===== src/hw/rtl/assert_macros.svh =====
// Assertion macros shared by the RTL of the reuse-distance histogram.
// Define ASSERT_OFF to compile every check away; no other dependencies.
`ifndef ASSERT_MACROS_SVH
`define ASSERT_MACROS_SVH
`ifndef ASSERT_OFF
// Property that must hold at every clock edge outside reset.
`define ASSERT_PROP(label, clk, rstn, prop, msg) \
  label: assert property (@(posedge clk) disable iff (!rstn) (prop)) else $error(msg);
// Condition that must never be seen at a clock edge outside reset.
`define ASSERT_NEVER(label, clk, rstn, cond, msg) \
  label: assert property (@(posedge clk) disable iff (!rstn) !(cond)) else $error(msg);
`else
`define ASSERT_PROP(label, clk, rstn, prop, msg)
`define ASSERT_NEVER(label, clk, rstn, cond, msg)
`endif
`endif


===== src/hw/rtl/udh_pkg.sv =====
// Types and constants of the reuse-distance histogram block.
// No dependencies; imported by the controller, datapath and top level.
package udh_pkg;

  localparam int unsigned ADDR_W     = 16;
  localparam int unsigned CFG_IDX_W  = 2;
  localparam int unsigned CFG_DATA_W = 32;
  localparam int unsigned LIFE_W     = 11;
  localparam int unsigned UNIQ_W     = 17;
  localparam int unsigned OUT_CNT_W  = 32;
  localparam int unsigned CKPT_W     = 2;
  localparam int unsigned N_CKPT     = 4;
  localparam int unsigned IN_DATA_W  = 16;
  localparam int unsigned OUT_DATA_W = 72;

  // distance is counted in units of 256 writes
  localparam int unsigned DIST_SHIFT = 8;
  // 10 % checkpoint scaled by the 256 unit: bin*2560 > (unique_blocks << k)
  localparam logic [31:0] CKPT_SCALE = 32'd2560;

  localparam logic [CKPT_W-1:0] CKPT_LAST = CKPT_W'(N_CKPT - 1);

  localparam logic [LIFE_W-1:0] LIFE_RST = 11'd2047;
  localparam logic [UNIQ_W-1:0] UNIQ_RST = 17'd65536;

  localparam logic [CFG_IDX_W-1:0] REG_MAX_LIFESPAN  = 2'd0;
  localparam logic [CFG_IDX_W-1:0] REG_UNIQUE_BLOCKS = 2'd1;

  localparam logic ACT_WRITE  = 1'b0;
  localparam logic ACT_REPORT = 1'b1;

  typedef enum logic [8:0] {
    ST_CLEAR   = 9'b000000001,
    ST_IDLE    = 9'b000000010,
    ST_W_RD    = 9'b000000100,
    ST_W_UPD   = 9'b000001000,
    ST_W_BRD   = 9'b000010000,
    ST_W_BWR   = 9'b000100000,
    ST_R_WALK  = 9'b001000000,
    ST_R_DRAIN = 9'b010000000,
    ST_R_OUT   = 9'b100000000
  } udh_state_e;

  typedef struct packed {
    logic clr;      // sweep: zero one map entry and one bin
    logic load;     // take the input beat, reset the report walk
    logic map_rd;   // read the block map
    logic map_upd;  // compute the bin, store the sequence, advance it
    logic bin_rd;   // read the selected bin
    logic bin_wr;   // write the incremented bin back
    logic walk;     // read the next bin of the report walk
    logic out_pop;  // result beat taken, move to next checkpoint
  } udh_cmd_t;

  typedef struct packed {
    logic clr_done;
    logic hit;
    logic walk_last;
    logic out_last;
  } udh_sts_t;

endpackage


===== src/hw/rtl/udh_ctrl.sv =====
// Sequencer of the reuse-distance histogram: clearing sweep, write update
// and report walk. Depends on udh_pkg.
module udh_ctrl
  import udh_pkg::*;
(
  input  logic     clk_i,
  input  logic     rst_ni,
  input  logic     in_valid_i,
  input  logic     in_action_i,
  output logic     in_ready_o,
  input  logic     out_ready_i,
  output logic     out_valid_o,
  input  udh_sts_t sts_i,
  output udh_cmd_t cmd_o
);

  udh_state_e state_q, state_d;

  always_ff @(posedge clk_i or negedge rst_ni) begin
    if (!rst_ni) begin
      state_q <= ST_CLEAR;
    end else begin
      state_q <= state_d;
    end
  end

  always_comb begin
    state_d = state_q;
    cmd_o   = '0;
    case (state_q)
      ST_CLEAR: begin
        cmd_o.clr = 1'b1;
        if (sts_i.clr_done) state_d = ST_IDLE;
      end
      ST_IDLE: begin
        if (in_valid_i) begin
          cmd_o.load = 1'b1;
          state_d    = (in_action_i == ACT_REPORT) ? ST_R_WALK : ST_W_RD;
        end
      end
      ST_W_RD: begin
        cmd_o.map_rd = 1'b1;
        state_d      = ST_W_UPD;
      end
      ST_W_UPD: begin
        cmd_o.map_upd = 1'b1;
        // first write to a block leaves the histogram alone
        state_d       = sts_i.hit ? ST_W_BRD : ST_IDLE;
      end
      ST_W_BRD: begin
        cmd_o.bin_rd = 1'b1;
        state_d      = ST_W_BWR;
      end
      ST_W_BWR: begin
        cmd_o.bin_wr = 1'b1;
        state_d      = ST_IDLE;
      end
      ST_R_WALK: begin
        cmd_o.walk = 1'b1;
        if (sts_i.walk_last) state_d = ST_R_DRAIN;
      end
      ST_R_DRAIN: begin
        state_d = ST_R_OUT;
      end
      ST_R_OUT: begin
        if (out_ready_i) begin
          cmd_o.out_pop = 1'b1;
          if (sts_i.out_last) state_d = ST_IDLE;
        end
      end
      default: begin
        state_d = ST_IDLE;
      end
    endcase
  end

  assign in_ready_o  = (state_q == ST_IDLE);
  assign out_valid_o = (state_q == ST_R_OUT);

endmodule


===== config.mk =====
export PLATFORM = sky130hd
export DESIGN_NAME = udh_ctrl
export DESIGN_NICKNAME = d
export VERILOG_FILES = /design/src/hw/rtl/assert_macros.svh /design/src/hw/rtl/udh_pkg.sv /design/src/hw/rtl/udh_ctrl.sv
export SDC_FILE = /design/constraint.sdc
export NUM_CORES = 1
export LEC_CHECK = 0
export ABC_AREA = 1
export BUFFER_PORTS_ARGS = -buffer_cell sky130_fd_sc_hd__buf_4
export CAP_MARGIN = 20
export CORE_AREA = 3 3 40 42
export CTS_BUF_LIST = sky130_fd_sc_hd__clkbuf_8
export CTS_CLUSTER_DIAMETER = 200
export DETAILED_ROUTE_END_ITERATION = 16
export DIE_AREA = 0 0 43 45
export GPL_ROUTABILITY_DRIVEN = 0
export PLACE_DENSITY_LB_ADDON = 0.25
export SLEW_MARGIN = 20
export SYNTH_ARGS = -nofsm -noshare
export SYNTH_HDL_FRONTEND = slang
export SYNTH_SLANG_ARGS = --single-unit

===== constraint.sdc =====
create_clock -name clk_i -period 1.7 [get_ports clk_i]
set_input_delay 0 -clock clk_i [delete_from_list [all_inputs] [get_ports clk_i]]
set_output_delay 0 -clock clk_i [all_outputs]
set_load 0.03 [all_outputs]

# ---- Word level (Yosys, flattened, before mapping)
# Index checks and enable logic that the tools add are counted.
dict set report totals {
  register_bits 9
  output_inout_bits 10
  elab_cells 34
}
dict set report op_classes {
  eq_ne 14
  mux 18
  reduce_logical 1
}
# cell n
set op_table {}
lappend op_table {{9-bit one-hot mux with 8 select lines} 1}
lappend op_table {{9-bit 2-to-1 mux} 5}
lappend op_table {{1-bit 2-to-1 mux} 10}
lappend op_table {{9-bit by 1-bit == test with 1-bit output, second input constant} 1}
lappend op_table {{9-bit by 2-bit == test with 1-bit output, second input constant} 1}
lappend op_table {{9-bit by 3-bit == test with 1-bit output, second input constant} 1}
lappend op_table {{9-bit by 4-bit == test with 1-bit output, second input constant} 1}
lappend op_table {{9-bit by 5-bit == test with 1-bit output, second input constant} 1}
lappend op_table {{9-bit by 6-bit == test with 1-bit output, second input constant} 1}
lappend op_table {{9-bit by 7-bit == test with 1-bit output, second input constant} 1}
lappend op_table {{9-bit by 8-bit == test with 1-bit output, second input constant} 1}
lappend op_table {{9-bit == test, second input constant} 1}
lappend op_table {{2-bit != test, second input constant} 4}
lappend op_table {{7-bit 2-to-1 mux} 1}
lappend op_table {{5-bit 2-to-1 mux} 1}
lappend op_table {{5-bit AND reduction} 1}
lappend op_table {{2-bit by 1-bit != test with 1-bit output, second input constant} 1}

# ---- Depth between registers and ports, before layout
dict set report logic_depth {
  ltp_word 3
  ltp_mapped 9
  depth_no_buf 9
}

# ---- Worst setup path after synthesis
# OpenSTA, ideal clock, no wires.
dict set report synth_path {
  path_kind {register to output}
  start {register state_q[6]}
  end {output cmd_o[2] (netlist bit)}
  arrival_time_ns 1.628
  path_slack_ns 0.072
  path_stages_with_launch 4
  path_cell_list {dfrtp_1 -> nor2_4 -> inv_1 -> nor4_1}
}
# item line_no
set synth_rtl {}
lappend synth_rtl {{start, declared} udh_ctrl.sv:17} ;# udh_state_e state_q, state_d;
lappend synth_rtl {{start signal, assigned} udh_ctrl.sv:23} ;# state_q <= state_d;
lappend synth_rtl {{end, declared} udh_ctrl.sv:14} ;# output udh_cmd_t cmd_o

==> out/results.ini <==
[global_route]
overflow=0
grt_use_total_pct=18.60
grt_max_degree=10
first_global_vias=693
grt_antenna_before_repair=0
grt_pass1_wl_microns=2580

[cells_and_area]
final_common_cell=buf_4
largest_reg_flops=9
fillCellCount=109
fin_area_sq_um=883.3
fin_nets=123
syn2layout_area_growth_pct=32.96
regMostFlops=state_q
reg_top3=state_q (9)
utilization_pct=68.74
stdcell_count=128
drive_above_1_share_pct=35.40
mostFrequentLayoutCells=18 x buf_4, 17 x inv_1, 15 x nand2_1
n_antenna_cell=0

[floorplanning]
die_y_microns=45
fp.dieArea_sq_um=1935
die_x_microns=43
design.core.area_sq_um=1285
initial_utilization_pct=51.70
ios=19
row_count=13

[timing]
timing.setup.tns_ps=0
drv_slew=0
fmax_mhz=704.1
rsz0062_at_grt=false
hold_viol=0
finalCritPeriodShare_pct=83.55
finalSetupViolCount=0
finClkSkew_ps=1.368
worstMarginPinSlew_ps=239.1
finalCriticalPeriod_ps=1420
relSlewSlack_pct=83.89

[yosys]
synth-seq-cells=9
synth_warnings=0
syn_area_sq_um=664.4
avgSynthCellArea_sq_um=7.465
yosysSeqAreaShare_pct=34.09
synthTopCellsByArea=dfrtp_1 30%, inv_1 9.0%, nand2_1 8.5%
syn_inst=89
synth.distinct_cells=18
syn_nets=98
yosys.area.top_type_share_pct=30.13
yosys.area.top_type=dfrtp_1

[critical_path]
crit_required_ps=1700
cp.arrival_ps=1420
path_max_fanout=6
r2r-start=state_q[0]
cp-end-kind=output port
crit_type=register to output port
crit_path_start_kind=register
crit_start=state_q[6]

[drt]
wirelength_microns=1493
drt-wirelength-per-cell_microns=11.66
viasPerCell=5.109
initialDrtViolationCount=11
vias=654
drc=0
dr.pass1.iters=4
drtAntennaViolNets=0

[job]
drv_cap=0

[placement]
portBuffers=18
place_inst=122
placed_area_sq_um=818.3
dp_hpwl_microns=1198

[worst_hold_path]
hold_path_class=input port to register
hold_start=sts_i[2]

[power]
swShare_pct=46.36
p_comb_share_pct=54.8
power_switching_w=0.0005512
powerDensity_nw_per_um2=1346
seqPwrFrac_pct=24.9
p_leak_nw=0.4752
peakVddDrop_v=0.001079
p_int_w=0.0006378
p_clk_share_pct=20.3

[cts]
clk_path_buf_depth=2
cts_setup_buffers=0
htreeDepth=1
cts.sinks=9
cts_made_buffers=3
root_buffer=clkbuf_8
clock_latency_ps=230
cts.reportedPaths.clkPinSlew_ps=50
cts_tree=done

[run_status]
status=finished clean

[synthesized netlist by cell type]
cell type  instances
nand2_2            3
nand3_1            5
nand3_4            2
inv_2              2
nor2_2             2
dfstp_2            1
nor2_1            13
nor4_1             2
dfrtp_1            8
and3_1             1
nand3_2            2
nand4_2            1
nor2_4             5
o21ai_0            3
nand2_1           15
nor3_1             7
nor3_4             1
inv_1             16
[power by group through the flow]
stage | clock network [W] | registers [W] | logic, W
after floorplan | 0 | 0.000289 | 0.000501
after global placement | 0 | 0.000295 | 0.000638
after detailed placement | 0 | 0.000298 | 0.000647
after CTS | 0.000250 | 0.000295 | 0.000653
after global routing | 0.000261 | 0.000301 | 0.000728
final | 0.000241 | 0.000296 | 0.000652
[through the flow]
stage,setup slack [ps],hold slack (ps),total power [W]
finish,279.6,29.27,0.001189
global route,154.5,15.62,0.001290
CTS,266.7,14.46,0.001198
detailed placement,397.2,-166.9,0.0009452
global placement,430.2,-169.6,0.0009336
floorplan,71.89,-295.6,0.0007898
[path summary, 6_finish.rpt]
path	depth (start not counted)	endpoint	slack, ps
setup / recovery	6	cmd_o[6]	280
setup reg to reg	8	state_q[1]	390
max in group asynchronous	2	state_q[0]	1350
hold reg to reg	3	state_q[0]	620
min in group asynchronous	2	state_q[6]	140
hold / removal	3	state_q[4]	30
[cell type report]
class / instances / area (sq um) / area share [%]
Sequential cell: 9 / 226.5 / 25.64
Multi-Input combinational cell: 62 / 370.4 / 41.93
Timing Repair Buffer: 20 / 155.1 / 17.56
Inverter: 18 / 67.56 / 7.649
Clock inverter: 1 / 3.754 / 0.4249
Tap cell: 15 / 18.77 / 2.125
Clock buffer: 3 / 41.29 / 4.674
[what timing repair did]
item,in CTS,in global routing
resized for setup,0,0
hold buffers,2,0
endpoints found under the hold margin,11,0
[cells by family after synthesis]
kind of cell | share of synthesized area (%)
flip-flops | 34.09
AO/OA/AOI/OAI | 2.259
buffers and inverters | 10.17
AND/OR/NAND/NOR | 53.48
[worst max-delay path, cell delays in order (launching register included)]
cell,delay [ps]
dfrtp_1,440
nor2_4,180
nand3_4,140
nor2_4,130
nand2_1,90
inv_2,60
buf_4,150
[routing by layer]
metal / track usage [%] / part of all wire, %
met5: 0 / 0
met4: 12.65 / 1.8
met3: 7.968 / 6.5
met2: 29.64 / 50
met1: 20.15 / 41
No activity file was read; power rests on OpenSTA's default activity.
